**config.mk**
```make
export PLATFORM = sky130hd
export DESIGN_NAME = scatter_gather_transfer_splitter_unit
export DESIGN_NICKNAME = d
export VERILOG_FILES = /design/src/design/sgts_pkg.sv /design/src/design/sgts_front.sv /design/src/design/sgts_queue.sv /design/src/design/sgts_back.sv /design/src/design/scatter_gather_transfer_splitter_unit.sv
export SDC_FILE = /design/constraint.sdc
export NUM_CORES = 2
export LEC_CHECK = 0
export BUFFER_PORTS_ARGS = -buffer_cell sky130_fd_sc_hd__buf_2
export CORE_UTILIZATION = 55
export CTS_BUF_LIST = sky130_fd_sc_hd__clkbuf_4
export CTS_CLUSTER_SIZE = 25
export DETAILED_ROUTE_END_ITERATION = 12
export GPL_TIMING_DRIVEN = 0
export PLACE_DENSITY = 0.81
export SYNTH_ARGS = -nofsm -noshare
export SYNTH_HDL_FRONTEND = slang
export SYNTH_HIERARCHICAL = 1
export SYNTH_SLANG_ARGS = --single-unit
export TNS_END_PERCENT = 100
```
**constraint.sdc**
```tcl
create_clock -name i_clk -period 17.2 [get_ports i_clk]
set_input_delay 4.3 -clock i_clk [delete_from_list [all_inputs] [get_ports i_clk]]
set_output_delay 4.3 -clock i_clk [all_outputs]
set_load 0.005 [all_outputs]
```
**src/design/sgts_pkg.sv**
```systemverilog
// Shared constants, codes and types of the scatter-gather transfer splitter.
`default_nettype none
package sgts_pkg;

    localparam int MAX_CHUNKS = 32;
    localparam int PAGE_BITS  = 12;

    localparam int ADDR_W    = 48;
    localparam int PAGES_W   = 24;
    localparam int SLOT_W    = 5;
    localparam int CNT_W     = 6;
    localparam int MODE_W    = 2;
    localparam int STAT_W    = 2;
    localparam int CFG_IDX_W = 1;

    localparam int CL_W    = PAGES_W + PAGE_BITS;
    localparam int NCAP    = (MAX_CHUNKS < 32) ? MAX_CHUNKS : 32;
    localparam int PTR_W   = (NCAP > 1) ? $clog2(NCAP) : 1;
    localparam int MEM_AW  = (MAX_CHUNKS > 1) ? $clog2(MAX_CHUNKS) : 1;
    localparam int TOTAL_W = CL_W + $clog2(NCAP + 1);
    localparam int CMP_W   = ((TOTAL_W > ADDR_W) ? TOTAL_W : ADDR_W) + 1;

    localparam int S_DATA_W  = 224;
    localparam int M_DATA_W  = 152;
    localparam int OUT_PAD_W = M_DATA_W - 3 * ADDR_W - 1;

    localparam logic FUNC_LOAD = 1'b0;

    localparam logic [MODE_W-1:0] MODE_DUAL = 2'd1;
    localparam logic [MODE_W-1:0] MODE_BAD  = 2'd3;

    localparam logic [CFG_IDX_W-1:0] REG_RANGE_BYTES   = 1'b0;
    localparam logic [CFG_IDX_W-1:0] REG_CHUNKS_IN_USE = 1'b1;

    typedef enum logic [1:0] {
        K_LOAD,
        K_XFER,
        K_RANGE_ERR,
        K_MODE_ERR
    } t_sgts_kind;

    typedef enum logic [STAT_W-1:0] {
        STAT_DESC     = 2'd0,
        STAT_RANGE    = 2'd1,
        STAT_MODE     = 2'd2,
        STAT_LOAD_ACK = 2'd3
    } t_sgts_stat;

    typedef enum logic [2:0] {
        S_IDLE,
        S_SUM,
        S_CHK,
        S_SGL,
        S_DHEAD,
        S_DLOOK,
        S_DFINAL
    } t_sgts_state;

    typedef struct packed {
        t_sgts_kind           kind;
        logic [SLOT_W-1:0]    slot;
        logic [ADDR_W-1:0]    host;
        logic [PAGES_W-1:0]   pages;
        logic [ADDR_W-1:0]    card;
        logic [ADDR_W-1:0]    off;
        logic [ADDR_W-1:0]    len;
        logic                 dir;
        logic                 dual;
    } t_sgts_req;

endpackage
`default_nettype wire

```
**src/design/sgts_front.sv**
```systemverilog
// Front end: configuration registers, input unpacking and request classification.
`default_nettype none
module sgts_front (
    input  logic                            i_clk,
    input  logic                            i_rst_n,
    input  logic                            i_cfg_we,
    input  logic [sgts_pkg::CFG_IDX_W-1:0]  i_cfg_idx,
    input  logic [sgts_pkg::ADDR_W-1:0]     i_cfg_wdata,
    input  logic                            i_s_axis_tvalid,
    output logic                            o_s_axis_tready,
    input  logic [sgts_pkg::S_DATA_W-1:0]   i_s_axis_tdata,
    input  logic                            i_s_axis_tuser,
    input  logic                            i_q_full,
    output logic                            o_q_push,
    output sgts_pkg::t_sgts_req             o_q_data,
    output logic [sgts_pkg::CNT_W-1:0]      o_chunks_in_use
);
    import sgts_pkg::*;

    logic [ADDR_W-1:0] r_range_bytes;
    logic [CNT_W-1:0]  r_chunks_in_use;
    logic [MODE_W-1:0] mode;
    logic              range_over;

    always_ff @(posedge i_clk) begin
        if (!i_rst_n) begin
            r_range_bytes   <= '0;
            r_chunks_in_use <= '0;
        end else if (i_cfg_we) begin
            unique case (i_cfg_idx)
                REG_RANGE_BYTES:   r_range_bytes   <= i_cfg_wdata;
                REG_CHUNKS_IN_USE: r_chunks_in_use <= i_cfg_wdata[CNT_W-1:0];
            endcase
        end
    end

    assign mode = i_s_axis_tdata[223:222];
    assign range_over = ({1'b0, i_s_axis_tdata[172:125]} + {1'b0, i_s_axis_tdata[220:173]})
                        > {1'b0, r_range_bytes};

    always_comb begin
        o_q_data.slot  = i_s_axis_tdata[4:0];
        o_q_data.host  = i_s_axis_tdata[52:5];
        o_q_data.pages = i_s_axis_tdata[76:53];
        o_q_data.card  = i_s_axis_tdata[124:77];
        o_q_data.off   = i_s_axis_tdata[172:125];
        o_q_data.len   = i_s_axis_tdata[220:173];
        o_q_data.dir   = i_s_axis_tdata[221];
        o_q_data.dual  = (mode == MODE_DUAL);
        if (i_s_axis_tuser == FUNC_LOAD) begin
            o_q_data.kind = K_LOAD;
        end else if (range_over) begin
            o_q_data.kind = K_RANGE_ERR;
        end else if (mode == MODE_BAD) begin
            o_q_data.kind = K_MODE_ERR;
        end else begin
            o_q_data.kind = K_XFER;
        end
    end

    assign o_s_axis_tready = !i_q_full;
    assign o_q_push        = i_s_axis_tvalid && !i_q_full;
    assign o_chunks_in_use = r_chunks_in_use;

endmodule
`default_nettype wire

```
**src/design/sgts_queue.sv**
```systemverilog
// Two-entry request queue between the front end and the descriptor engine.
`default_nettype none
module sgts_queue (
    input  logic                 i_clk,
    input  logic                 i_rst_n,
    input  logic                 i_push,
    input  sgts_pkg::t_sgts_req  i_data,
    output logic                 o_full,
    output logic                 o_valid,
    output sgts_pkg::t_sgts_req  o_data,
    input  logic                 i_pop
);
    import sgts_pkg::*;

    t_sgts_req  r_slot [2];
    logic       r_wp;
    logic       r_rp;
    logic [1:0] r_cnt;
    logic       do_pop;

    assign do_pop  = i_pop && (r_cnt != 2'd0);
    assign o_full  = (r_cnt == 2'd2);
    assign o_valid = (r_cnt != 2'd0);
    assign o_data  = r_slot[r_rp];

    always_ff @(posedge i_clk) begin
        if (i_push) begin
            r_slot[r_wp] <= i_data;
        end
    end

    always_ff @(posedge i_clk) begin
        if (!i_rst_n) begin
            r_wp  <= 1'b0;
            r_rp  <= 1'b0;
            r_cnt <= 2'd0;
        end else begin
            if (i_push) begin
                r_wp <= ~r_wp;
            end
            if (do_pop) begin
                r_rp <= ~r_rp;
            end
            case ({i_push, do_pop})
                2'b10:   r_cnt <= r_cnt + 2'd1;
                2'b01:   r_cnt <= r_cnt - 2'd1;
                default: r_cnt <= r_cnt;
            endcase
        end
    end

endmodule
`default_nettype wire

```
**src/design/sgts_back.sv**
```systemverilog
// Descriptor engine: chunk table, table walk and registered descriptor output.
`default_nettype none
module sgts_back (
    input  logic                           i_clk,
    input  logic                           i_rst_n,
    input  sgts_pkg::t_sgts_req            i_req,
    input  logic                           i_req_valid,
    output logic                           o_req_pop,
    input  logic [sgts_pkg::CNT_W-1:0]     i_chunks_in_use,
    output logic                           o_m_axis_tvalid,
    input  logic                           i_m_axis_tready,
    output logic [sgts_pkg::M_DATA_W-1:0]  o_m_axis_tdata,
    output logic [sgts_pkg::STAT_W-1:0]    o_m_axis_tuser,
    output logic                           o_m_axis_tlast
);
    import sgts_pkg::*;

    typedef struct packed {
        logic [ADDR_W-1:0] src;
        logic [ADDR_W-1:0] dst;
        logic [ADDR_W-1:0] len;
        logic              ch;
        t_sgts_stat        stat;
        logic              last;
    } t_out;

    function automatic t_out mk_desc(input logic [ADDR_W-1:0] host,
                                     input logic [ADDR_W-1:0] card,
                                     input logic [ADDR_W-1:0] len,
                                     input logic ch, input logic last, input logic dir);
        t_out o;
        o.src  = dir ? host : card;
        o.dst  = dir ? card : host;
        o.len  = len;
        o.ch   = ch;
        o.stat = STAT_DESC;
        o.last = last;
        return o;
    endfunction

    function automatic t_out mk_stat(input t_sgts_stat st);
        t_out o;
        o      = '0;
        o.stat = st;
        o.last = 1'b1;
        return o;
    endfunction

    logic [ADDR_W-1:0]  m_host  [MAX_CHUNKS];
    logic [PAGES_W-1:0] m_pages [MAX_CHUNKS];
    logic [ADDR_W-1:0]  r_rd_host;
    logic [PAGES_W-1:0] r_rd_pages;
    logic               mem_we;

    t_sgts_state        r_state, n_state;
    logic [PTR_W-1:0]   r_ptr, n_ptr;
    logic [PTR_W-1:0]   r_idx, n_idx;
    logic [CNT_W-1:0]   r_n, n_n;
    logic [TOTAL_W-1:0] r_cum, n_cum;
    logic               r_found, n_found;
    logic [CL_W-1:0]    r_co, n_co;
    logic [CL_W-1:0]    r_cr, n_cr;
    logic [ADDR_W-1:0]  r_base, n_base;
    logic [ADDR_W-1:0]  r_card, n_card;
    logic [ADDR_W-1:0]  r_off, n_off;
    logic [ADDR_W-1:0]  r_rem, n_rem;
    logic               r_dir, n_dir;
    logic               r_dual, n_dual;
    logic               r_out_valid;
    t_out               r_out;
    logic               emit;
    t_out               e_out;

    logic [CL_W-1:0]    sz;
    logic [TOTAL_W-1:0] cum_nx;
    logic [CNT_W-1:0]   ptr_p1;
    logic [CNT_W-1:0]   n_cap;
    logic [CL_W-1:0]    cr_s;
    logic               out_free;
    logic               at_tail;
    logic               found_here;
    logic               range_bad;
    logic               sgl_end;
    logic               head_fits;
    logic               look_more;

    assign sz         = {r_rd_pages, {PAGE_BITS{1'b0}}};
    assign cum_nx     = r_cum + TOTAL_W'(sz);
    assign ptr_p1     = CNT_W'(r_ptr) + CNT_W'(1);
    assign n_cap      = (i_chunks_in_use > CNT_W'(NCAP)) ? CNT_W'(NCAP) : i_chunks_in_use;
    assign cr_s       = sz - r_co;
    assign out_free   = !r_out_valid || i_m_axis_tready;
    assign at_tail    = (ptr_p1 >= r_n);
    assign found_here = !r_found && (CMP_W'(cum_nx) > CMP_W'(r_off));
    assign range_bad  = !r_found || ((CMP_W'(r_off) + CMP_W'(r_rem)) > CMP_W'(r_cum));
    assign sgl_end    = (CMP_W'(cr_s) >= CMP_W'(r_rem)) || at_tail;
    assign head_fits  = (CMP_W'(r_co) + CMP_W'(r_rem)) <= CMP_W'(sz);
    assign look_more  = (ptr_p1 < r_n) && ((CMP_W'(r_cr) + CMP_W'(sz)) < CMP_W'(r_rem));

    assign mem_we = (r_state == S_IDLE) && i_req_valid && out_free && (i_req.kind == K_LOAD)
                    && (int'(i_req.slot) < MAX_CHUNKS);

    always_ff @(posedge i_clk) begin
        if (mem_we) begin
            m_host[MEM_AW'(i_req.slot)]  <= i_req.host;
            m_pages[MEM_AW'(i_req.slot)] <= i_req.pages;
        end
        r_rd_host  <= m_host[MEM_AW'(n_ptr)];
        r_rd_pages <= m_pages[MEM_AW'(n_ptr)];
    end

    // next state
    always_comb begin
        n_state = r_state;
        unique case (r_state)
            S_IDLE: begin
                if (i_req_valid && out_free && (i_req.kind == K_XFER) && (n_cap != '0)) begin
                    n_state = S_SUM;
                end
            end
            S_SUM: begin
                if (at_tail) begin
                    n_state = S_CHK;
                end
            end
            S_CHK: begin
                if (range_bad) begin
                    if (out_free) begin
                        n_state = S_IDLE;
                    end
                end else begin
                    n_state = r_dual ? S_DHEAD : S_SGL;
                end
            end
            S_SGL: begin
                if (out_free && sgl_end) begin
                    n_state = S_IDLE;
                end
            end
            S_DHEAD: begin
                if (head_fits) begin
                    if (out_free) begin
                        n_state = S_IDLE;
                    end
                end else begin
                    n_state = S_DLOOK;
                end
            end
            S_DLOOK: begin
                if (out_free && !look_more) begin
                    n_state = S_DFINAL;
                end
            end
            S_DFINAL: begin
                if (out_free) begin
                    n_state = S_IDLE;
                end
            end
            default: n_state = S_IDLE;
        endcase
    end

    // datapath and outputs
    always_comb begin
        n_ptr     = r_ptr;
        n_idx     = r_idx;
        n_n       = r_n;
        n_cum     = r_cum;
        n_found   = r_found;
        n_co      = r_co;
        n_cr      = r_cr;
        n_base    = r_base;
        n_card    = r_card;
        n_off     = r_off;
        n_rem     = r_rem;
        n_dir     = r_dir;
        n_dual    = r_dual;
        o_req_pop = 1'b0;
        emit      = 1'b0;
        e_out     = mk_stat(STAT_RANGE);
        unique case (r_state)
            S_IDLE: begin
                if (i_req_valid && out_free) begin
                    o_req_pop = 1'b1;
                    unique case (i_req.kind)
                        K_LOAD: begin
                            emit  = 1'b1;
                            e_out = mk_stat(STAT_LOAD_ACK);
                        end
                        K_RANGE_ERR: begin
                            emit  = 1'b1;
                            e_out = mk_stat(STAT_RANGE);
                        end
                        K_MODE_ERR: begin
                            emit  = 1'b1;
                            e_out = mk_stat(STAT_MODE);
                        end
                        K_XFER: begin
                            n_n     = n_cap;
                            n_ptr   = '0;
                            n_cum   = '0;
                            n_found = 1'b0;
                            n_off   = i_req.off;
                            n_rem   = i_req.len;
                            n_card  = i_req.card;
                            n_dir   = i_req.dir;
                            n_dual  = i_req.dual;
                            if (n_cap == '0) begin
                                emit  = 1'b1;
                                e_out = mk_stat(STAT_RANGE);
                            end
                        end
                    endcase
                end
            end
            S_SUM: begin
                n_cum = cum_nx;
                if (found_here) begin
                    n_found = 1'b1;
                    n_idx   = r_ptr;
                    n_co    = CL_W'(r_off - ADDR_W'(r_cum));
                end
                if (!at_tail) begin
                    n_ptr = r_ptr + PTR_W'(1);
                end
            end
            S_CHK: begin
                if (range_bad) begin
                    emit  = out_free;
                    e_out = mk_stat(STAT_RANGE);
                end else begin
                    n_ptr = r_idx;
                end
            end
            S_SGL: begin
                if (out_free) begin
                    emit = 1'b1;
                    if (sgl_end) begin
                        e_out = mk_desc(r_rd_host + ADDR_W'(r_co), r_card, r_rem,
                                        1'b0, 1'b1, r_dir);
                    end else begin
                        e_out  = mk_desc(r_rd_host + ADDR_W'(r_co), r_card, ADDR_W'(cr_s),
                                         1'b0, 1'b0, r_dir);
                        n_card = r_card + ADDR_W'(cr_s);
                        n_rem  = r_rem - ADDR_W'(cr_s);
                        n_co   = '0;
                        n_ptr  = r_ptr + PTR_W'(1);
                    end
                end
            end
            S_DHEAD: begin
                if (head_fits) begin
                    emit  = out_free;
                    e_out = mk_desc(r_rd_host + ADDR_W'(r_co), r_card, r_rem,
                                    1'b0, 1'b1, r_dir);
                end else begin
                    n_cr   = cr_s;
                    n_base = r_rd_host;
                    n_ptr  = r_ptr + PTR_W'(1);
                end
            end
            S_DLOOK: begin
                // r_ptr is one past the chunk being sent; inner chunks at even
                // positions go on the second channel
                if (out_free) begin
                    emit   = 1'b1;
                    n_card = r_card + ADDR_W'(r_cr);
                    n_rem  = r_rem - ADDR_W'(r_cr);
                    if (look_more) begin
                        e_out  = mk_desc(r_base + ADDR_W'(r_co), r_card, ADDR_W'(r_cr),
                                         r_ptr[0], 1'b0, r_dir);
                        n_co   = '0;
                        n_cr   = sz;
                        n_base = r_rd_host;
                        n_ptr  = r_ptr + PTR_W'(1);
                    end else begin
                        e_out = mk_desc(r_base + ADDR_W'(r_co), r_card, ADDR_W'(r_cr),
                                        1'b0, 1'b0, r_dir);
                    end
                end
            end
            S_DFINAL: begin
                emit  = out_free;
                e_out = mk_desc(r_rd_host, r_card, r_rem, 1'b1, 1'b1, r_dir);
            end
            default: emit = 1'b0;
        endcase
    end

    always_ff @(posedge i_clk) begin
        if (!i_rst_n) begin
            r_state     <= S_IDLE;
            r_out_valid <= 1'b0;
        end else begin
            r_state <= n_state;
            if (emit) begin
                r_out_valid <= 1'b1;
            end else if (i_m_axis_tready) begin
                r_out_valid <= 1'b0;
            end
        end
    end

    always_ff @(posedge i_clk) begin
        r_ptr   <= n_ptr;
        r_idx   <= n_idx;
        r_n     <= n_n;
        r_cum   <= n_cum;
        r_found <= n_found;
        r_co    <= n_co;
        r_cr    <= n_cr;
        r_base  <= n_base;
        r_card  <= n_card;
        r_off   <= n_off;
        r_rem   <= n_rem;
        r_dir   <= n_dir;
        r_dual  <= n_dual;
        if (emit) begin
            r_out <= e_out;
        end
    end

    assign o_m_axis_tvalid = r_out_valid;
    assign o_m_axis_tdata  = {{OUT_PAD_W{1'b0}}, r_out.ch, r_out.len, r_out.dst, r_out.src};
    assign o_m_axis_tuser  = r_out.stat;
    assign o_m_axis_tlast  = r_out.last;

endmodule
`default_nettype wire

```
**src/design/scatter_gather_transfer_splitter_unit.sv**
```systemverilog
// Top level of the scatter-gather transfer splitter.
// Load items write one chunk table slot and answer with one acknowledge; a
// request that fails the range or mode check answers with one status result.
// The descriptor engine answers these from its idle state. A valid transfer
// first walks the n valid table entries (n = chunks_in_use, capped at 32) to
// build the total size and find the starting chunk, one entry per cycle, then
// checks the range against that total and emits the descriptors in order; in
// dual mode a first chunk that does not hold the whole transfer takes an extra
// state before its descriptor. The walk reads the chunk table through its
// single read port. A two-entry queue lets the input side keep taking items
// while the engine is busy, and the output register holds a finished result
// until the downstream side takes it.
`default_nettype none
module scatter_gather_transfer_splitter_unit (
    input  logic                            i_clk,
    input  logic                            i_rst_n,
    input  logic                            i_cfg_we,
    input  logic [sgts_pkg::CFG_IDX_W-1:0]  i_cfg_idx,
    input  logic [sgts_pkg::ADDR_W-1:0]     i_cfg_wdata,
    input  logic                            i_s_axis_tvalid,
    output logic                            o_s_axis_tready,
    // entry_index, entry_host_addr, entry_pages, card_addr, host_offset,
    // transfer_length, direction, mode
    input  logic [sgts_pkg::S_DATA_W-1:0]   i_s_axis_tdata,
    // func
    input  logic                            i_s_axis_tuser,
    output logic                            o_m_axis_tvalid,
    input  logic                            i_m_axis_tready,
    // src_addr, dst_addr, desc_length, channel, zero pad
    output logic [sgts_pkg::M_DATA_W-1:0]   o_m_axis_tdata,
    // status
    output logic [sgts_pkg::STAT_W-1:0]     o_m_axis_tuser,
    output logic                            o_m_axis_tlast
);
    import sgts_pkg::*;

    t_sgts_req        push_data;
    t_sgts_req        head_data;
    logic             push;
    logic             q_full;
    logic             head_valid;
    logic             pop;
    logic [CNT_W-1:0] chunks_in_use;

    sgts_front u_front (
        .i_clk           (i_clk),
        .i_rst_n         (i_rst_n),
        .i_cfg_we        (i_cfg_we),
        .i_cfg_idx       (i_cfg_idx),
        .i_cfg_wdata     (i_cfg_wdata),
        .i_s_axis_tvalid (i_s_axis_tvalid),
        .o_s_axis_tready (o_s_axis_tready),
        .i_s_axis_tdata  (i_s_axis_tdata),
        .i_s_axis_tuser  (i_s_axis_tuser),
        .i_q_full        (q_full),
        .o_q_push        (push),
        .o_q_data        (push_data),
        .o_chunks_in_use (chunks_in_use)
    );

    sgts_queue u_queue (
        .i_clk   (i_clk),
        .i_rst_n (i_rst_n),
        .i_push  (push),
        .i_data  (push_data),
        .o_full  (q_full),
        .o_valid (head_valid),
        .o_data  (head_data),
        .i_pop   (pop)
    );

    sgts_back u_back (
        .i_clk           (i_clk),
        .i_rst_n         (i_rst_n),
        .i_req           (head_data),
        .i_req_valid     (head_valid),
        .o_req_pop       (pop),
        .i_chunks_in_use (chunks_in_use),
        .o_m_axis_tvalid (o_m_axis_tvalid),
        .i_m_axis_tready (i_m_axis_tready),
        .o_m_axis_tdata  (o_m_axis_tdata),
        .o_m_axis_tuser  (o_m_axis_tuser),
        .o_m_axis_tlast  (o_m_axis_tlast)
    );

endmodule
`default_nettype wire

```
# --- Word-level counts from Yosys, hierarchy flattened ---
# Memories as Yosys holds them, arrays and structs flattened. A register that Yosys moved wholly into a read port is not among the register bits.
# Index checks and enable logic that the tools add are counted.
totals:
  reg_bits: 535
  mem_bits_rw: 2754
  inputBits: 279
  out_inout_bits: 157
  elab_cells: 215
  n_memories: 3
mem_list:
  columns: ["name", "depth", "word_bits", "rd", "rd_ports_with_merged_regs", "write_ports", "line", "rtl"]
  rows:
  - ["u_back.m_host", 32, 48, 1, 1, 1, "sgts_back.sv:49", "logic [ADDR_W-1:0] m_host [MAX_CHUNKS];"]
  - ["u_back.m_pages", 32, 24, 1, 1, 1, "sgts_back.sv:50", "logic [PAGES_W-1:0] m_pages [MAX_CHUNKS];"]
  - ["u_queue.r_slot", 2, 225, 1, 1, 1, "sgts_queue.sv:15", "t_sgts_req r_slot [2];"]
classes:
  n_addsub: 17
  order_cmp: 9
  eq_ne: 26
  muxes: 88
  n_bitwise: 3
  n_reduce_logical: 43
ops:
  columns: ["cell", "n"]
  rows:
  - ["48-bit two-way mux", 19]
  - ["148-bit one-hot mux with 5 select lines", 1]
  - ["148-bit two-way mux", 4]
  - ["148-bit one-hot mux with 3 select lines", 1]
  - ["36-bit two-way mux", 8]
  - ["48-bit one-hot mux with 3 select lines", 2]
  - ["48-bit by 36-bit adder with 48-bit output", 4]
  - ["36-bit one-hot mux with 3 select lines", 1]
  - ["48-bit by 48-bit adder with 49-bit output", 2]
  - ["48-bit one-hot mux with 2 select lines", 1]
  - ["48-bit by 36-bit subtractor with 48-bit output", 2]
  - ["42-bit two-way mux", 2]
  - ["42-bit one-hot mux with 2 select lines", 1]
  - ["36-bit one-hot mux with 2 select lines", 1]
  - ["36-bit subtractor", 2]
  - ["52-bit two-way mux", 1]
  - ["36-bit by 48-bit adder with 49-bit output", 1]
  - ["49-bit by 42-bit > comparator with 1-bit output", 1]
  - ["49-bit by 48-bit > comparator with 1-bit output", 1]
  - ["49-bit by 36-bit less-or-equal comparator with 1-bit output", 1]
  - ["49-bit by 48-bit less-than comparator with 1-bit output", 1]
  - ["36-bit by 48-bit greater-or-equal comparator with 1-bit output", 1]
  - ["42-bit by 48-bit > comparator with 1-bit output", 1]
  - ["5-bit two-way mux", 9]
  - ["other kinds (42)", 118]

# --- Depth between registers and ports, before layout ---
depth:
  ltp_word: 8
  mapped_depth: 46
  mapped_depth_nobuf: 41

# --- By module ---
# The synthesis kept the hierarchy.
modules_own_cells:
  columns: ["module", "n_inst", "cells_each", "area_each_um2", "seq_area_each_um2"]
  rows:
  - ["sgts_back", 1, 10723, 134003.5, 84501.0]
  - ["sgts_queue", 1, 723, 16504.6, 13613.1]
  - ["sgts_front", 1, 1000, 7574.8, 1081.0]

# --- Worst setup path before layout ---
# Ideal clock, no wire load.
synth_timing:
  path_kind: "input to register"
  start: "input port i_s_axis_tvalid"
  end: "register u_queue.r_wp"
  setup_ns: 0.102
  arrival_ns: 14.643
  t_required_ns: 17.098
  slack_ns: 2.456
  path_stages: 4
  n_path_buf: 0
  cell_sequence: "nor2b_1 > inv_1 > nor2_1 > o21a_1"
synth_between:
  elab_chain_len: 1
synth_rtl:
  columns: ["element", "line", "rtl"]
  rows:
  - ["from (decl)", "scatter_gather_transfer_splitter_unit.sv:20", "input logic i_s_axis_tvalid,"]
  - ["1-bit logical AND", "sgts_front.sv:62", "assign o_q_push = i_s_axis_tvalid && !i_q_full;"]
  - ["to (signal assigned)", "sgts_queue.sv:39", "r_wp <= ~r_wp;"]
  - ["to (decl)", "sgts_queue.sv:16", "logic r_wp;"]
# No other way between the ends.
# A chain may end at the register's enable or synchronous reset.

# --- Final worst setup path ---
layout_timing:
  start: "register u_back.r_co[7]"
  end: "register u_back.r_rd_host[0] (read register of u_back.m_host)"
layout_between:
  elab_chain_len: 6
layout_rtl:
  columns: ["element", "line", "rtl"]
  rows:
  - ["from (decl)", "sgts_back.sv:61", "logic [CL_W-1:0] r_co, n_co;"]
  - ["from (signal assigned)", "sgts_back.sv:310", "r_co <= n_co;"]
  - ["36-bit subtractor", "sgts_back.sv:91", "assign cr_s = sz - r_co;"]
  - ["36-bit by 48-bit greater-or-equal comparator with 1-bit output", "sgts_back.sv:96", "assign sgl_end = (CMP_W'(cr_s) >= CMP_W'(r_rem)) || at_tail;"]
  - ["1-bit logical OR", "sgts_back.sv:96", null]
  - ["5-bit two-way mux", "sgts_back.sv:238", "if (sgl_end) begin"]
  - ["5-bit two-way mux", "sgts_back.sv:236", "if (out_free) begin"]
  - ["5-bit one-hot mux with 6 select lines (*)", "sgts_back.sv:181", "unique case (r_state)"]
  - ["via u_back.n_ptr[4]", "sgts_back.sv:56", "logic [PTR_W-1:0] r_ptr, n_ptr;"]
  - ["to (decl)", "sgts_back.sv:51", "logic [ADDR_W-1:0] r_rd_host;"]
# The timed path passes the listed nets; every way through them passes the cells marked *.

==> metrics.log <==
[metrics] # setup viols final: 0
[metrics] least setup slack across all paths after layout: 3.29 ns
[metrics] Detailed Route WL: 524000 µm
[metrics] Clock Pin Slew Worst Setup and Hold Paths: 0.07 ns
[metrics] Max-slew headroom: -10.1%
[metrics] total die area: 0.290 mm²
[metrics] Crit. End Element: flip-flop
[metrics] hold path start: u_front/r_range_bytes[31]
[metrics] CTS tree: yes
[metrics] placement-stage cell area: 0.167 mm²
[metrics] outcome: finished, violations left
[metrics] max-capacitance violation count: 1
[metrics] routed wire length per instance: 28.9 µm
[metrics] H-tree lvl count: 6
[metrics] summed instance area of the synthesized netlist: 0.158 mm²
[metrics] final weighted congestion of routability-driven global placement: 1.05
[metrics] biggest area consumer among synthesized cells: edfxtp_1
[metrics] reg2reg start: u_back/r_co[7]
[metrics] mux cell area share after synthesis: 2.59%
[metrics] Post-synth EDFFs: 3210
[metrics] count of clock tree sinks: 3350
[metrics] total routing usage reported by global routing: 35.5%
[metrics] global route total overflow: 0
[metrics] synthesized area per cell: 12.7 µm²
[metrics] top area cells in the synthesized netlist: edfxtp_1 61%, ha_1 4.6%, a211oi_1 3.3%, nand2_1 3.3%, and3_1 2.5%
[metrics] IO Pins: 436
[metrics] CTS root buffer: clkbuf_4
[metrics] simple-gate area share of the yosys netlist: 9.45%
[metrics] most instantiated flip-flop cell in the synthesis netlist: edfxtp_1
[metrics] combinational family with the most area after synthesis: compound AO/OA/AOI/OAI gates
[metrics] maximum number of pins on one net before global-route repair: 79
[metrics] DP Worst Slack: 4.17 ns
[metrics] Setup crit start kind: flip-flop
[metrics] Most Used Layer, Global Route: met2
[metrics] effective utilization at floorplan: 55.4%
[metrics] unrepaired setup endpoints after global routing: no
[metrics] wire length of the first global-routing pass: 743000 µm
[metrics] Worst Path Max Fanout: 37
[metrics] number of antenna violations at the first check in global routing: 47
[metrics] met3 capacity usage during global routing: 10.4%
[metrics] hold-fix buffer count after cts: 0
[metrics] detailed-placement wirelength estimate: 382000 µm
[metrics] mean number of vias per cell: 6.48
[metrics] share of async-settable or async-resettable flops after synthesis: 0%
[metrics] XOR/XNOR share of the synthesized area: 2.01%
[metrics] buffers added on ports: 300
[metrics] portion of synthesized cell area occupied by the leading cell type: 61.0%
[metrics] area used by multi-input combinational logic: 0.0528 mm²
[metrics] buffers plus inverters on the worst setup path: 2
[metrics] worst-case vdd ir drop: 113 µV
[metrics] number of synthesized register bits: 3350
[metrics] share of the clock period used by the worst path after layout: 80.9%
[metrics] critical path data required time: 18.45 ns
[metrics] number of buffers created by CTS: 817
[metrics] design area: 0.177 mm²
[metrics] library cells used by synthesis: 110
[metrics] Endpoint, Worst Hold: u_front/r_range_bytes[31]
[metrics] final worst path period need: 13.91 ns
[metrics] cell with the most instances on the worst path: o21ai_0
[metrics] Post-Route Skew: 0.180 ns
[metrics] reg-to-reg endpoint: u_back/r_rd_host[0]
[metrics] Critical Path Max Stage Delay: 0.89 ns
[metrics] CTS resizes: 0
[metrics] die outline height: 538 µm
[metrics] count of fill cells added during filler insertion: 21400
[metrics] Pre-Repair DR Iteration Count: 9
[metrics] actual slew at the worst max-slew pin: 1.65 ns
[metrics] row cnt: 196
[metrics] total of warnings raised by yosys: 6
[metrics] met2 track demand over resource in global routing: 53.4%
[metrics] worst hold-check path type: reg -> reg
[metrics] Hold Violations, Final: 0
[metrics] source-to-sink clock delay at the later pin of the worst-skew pair: 1.72 ns
[metrics] failing checks: max-capacitance violations, max-slew violations
[metrics] Global Route met1 Usage: 43.9%
[metrics] Gate Count Post-Synth: 12400
[metrics] Area growth, synth to finish: 12.3%
[metrics] Worst Path Class, Setup: reg -> reg
[metrics] post-CTS setup-driven buffer insertion count: 0
[metrics] leading post-synthesis cells by instance count: 3210 x edfxtp_1, 1399 x nand2_1, 701 x a211oi_1, 641 x and3_1, 587 x ha_1
[metrics] number of DRC markers in iteration 0: 17000
[metrics] cell type of the slowest stage on the worst timing path: nand2_2
[metrics] most numerous cell in the Yosys netlist: edfxtp_1
[metrics] via total after detailed routing: 117000
[metrics] Arr. time, crit path: 15.16 ns
[metrics] share of post-route cells with drive strength above 1: 17.6%
[metrics] number of instances on the worst hold path: 2
[metrics] via count of the first global-routing pass: 112000
[metrics] number of routed nets with antenna violations: 0
[metrics] Sequential cell area: 0.0992 mm²
[metrics] max-slew violations: 11
[metrics] Post-Synth Adder-Cell Area: 4.79%
[metrics] sequential-to-total area share from yosys stat: 62.7%
[metrics] number of DRC violations after detailed routing: 0
[metrics] worst reg2reg path depth: 39
[metrics] Leak Pwr: 0.0640 µW
[metrics] power per cell area: 163 mW/mm²
[metrics] nets: 14600
[metrics] overall die width: 538 µm
[metrics] Longest Clk Path Bufs: 4
[metrics] Max Clk Rate: 71.9 MHz
[metrics] area fraction in compound gates after synthesis: 14.3%
[metrics] Reg2Reg Setup Slack: 3.29 ns
[metrics] area inside the core boundary: 0.285 mm²
[metrics] cell class contributing the biggest share of worst-path delay: compound AO/OA/AOI/OAI gates
cell families (layout without fill, tap and decap cells):
| group | after synthesis | count (layout) |
|---|---|---|
| xor gates and xnor gates | 363 | 363 |
| other | 1 | 45 |
| muxes | 381 | 381 |
| adders and majority gates | 599 | 599 |
| and+or+nand+nor | 3127 | 3127 |
| buffers and inverters | 1370 | 3235 |
| AOI/OAI and AO/OA | 3255 | 3255 |
| DFF | 3350 | 3350 |
how the worst max path moves through the flow:
stage / startpoint / to / slack, ns / cells after the start
after global placement: i_s_axis_tvalid / u_queue/r_slot[0][141] / -5.22 / 4
after floorplan: i_s_axis_tvalid / u_queue/r_wp / 2.46 / 4
after detailed placement: u_back/r_co[7] / u_back/r_rd_host[0] / 4.17 / 39
final: u_back/r_co[7] / u_back/r_rd_host[0] / 3.29 / 39
after CTS: u_back/r_co[7] / u_back/r_rd_host[2] / 4.09 / 39
after global routing: u_back/r_co[7] / u_back/r_rd_host[1] / 3.10 / 39
stage by stage:
step / utilization (%) / total power (µW) / instances / hold slack, ns / TNS, ns
after floorplan: - / 17600 / 12500 / 0.406 / 0
after global placement: 57.6 / 21700 / 16500 / 0.454 / -1214.64
after detailed placement: 58.5 / 21900 / 16600 / 0.458 / 0
after CTS: 62.1 / 28400 / 18100 / 0.467 / 0
after global routing: 62.2 / 30000 / 18100 / 0.490 / 0
final: 62.2 / 28900 / 18100 / 0.466 / 0
state kept, by name, summed over array words and instances (netlist names), 48 cells and up, named ones only:
register,flops
u_back/m_host,1536
u_back/m_pages,768
u_queue/r_slot,450
u_back/o_m_axis_tdata,145
u_back/r_base,48
u_back/r_card,48
u_back/r_off,48
u_back/r_rd_host,48
u_back/r_rem,48
u_front/r_range_bytes,48
cells in the final DEF, fill, tap and decap left out, types with 365 or more instances in the layout:
master,n
a211oi_1,699
edfxtp_1,3210
o21ai_0,365
a31oi_1,504
a21oi_1,523
nand2_1,1398
ha_1,587
clkbuf_1,511
clkbuf_4,1187
inv_1,414
buf_2,424
nor2_1,371
and3_1,641
report_power, final:
group          switching, µW  internal, µW
logic                   7750          3620
clock network           3300          3320
registers                559         10300
worst register-to-register path: cells and delay by family, from the launching register on:
| kind | cells | cell delay, ns |
|---|---|---|
| AOI/OAI and AO/OA | 21 | 6.43 |
| and+or+nand+nor | 13 | 4.58 |
| buffers and inverters | 2 | 0.86 |
| DFF | 1 | 0.85 |
| adders and majority gates | 2 | 0.71 |
| xor gates and xnor gates | 1 | 0.10 |
cell type report:
class	instances	share of cell area, %
plain buffers	953	2.75
clock inverters	266	0.877
repair buffers	412	2.12
well taps	3762	2.65
multi-input cells	7732	29.8
inverters	417	0.883
clock buffers	1187	5.02
diodes	38	0.0536
flip-flops and latches	3350	55.9
layer usage:
| metal | vias up | routed length [µm] |
|---|---|---|
| li1 | 50700 | - |
| met3 | 1802 | 69800 |
| met4 | 42 | 42600 |
| met5 | - | 273 |
| met1 | 56200 | 183000 |
| met2 | 8763 | 228000 |
(Power assumes the default switching activity.)
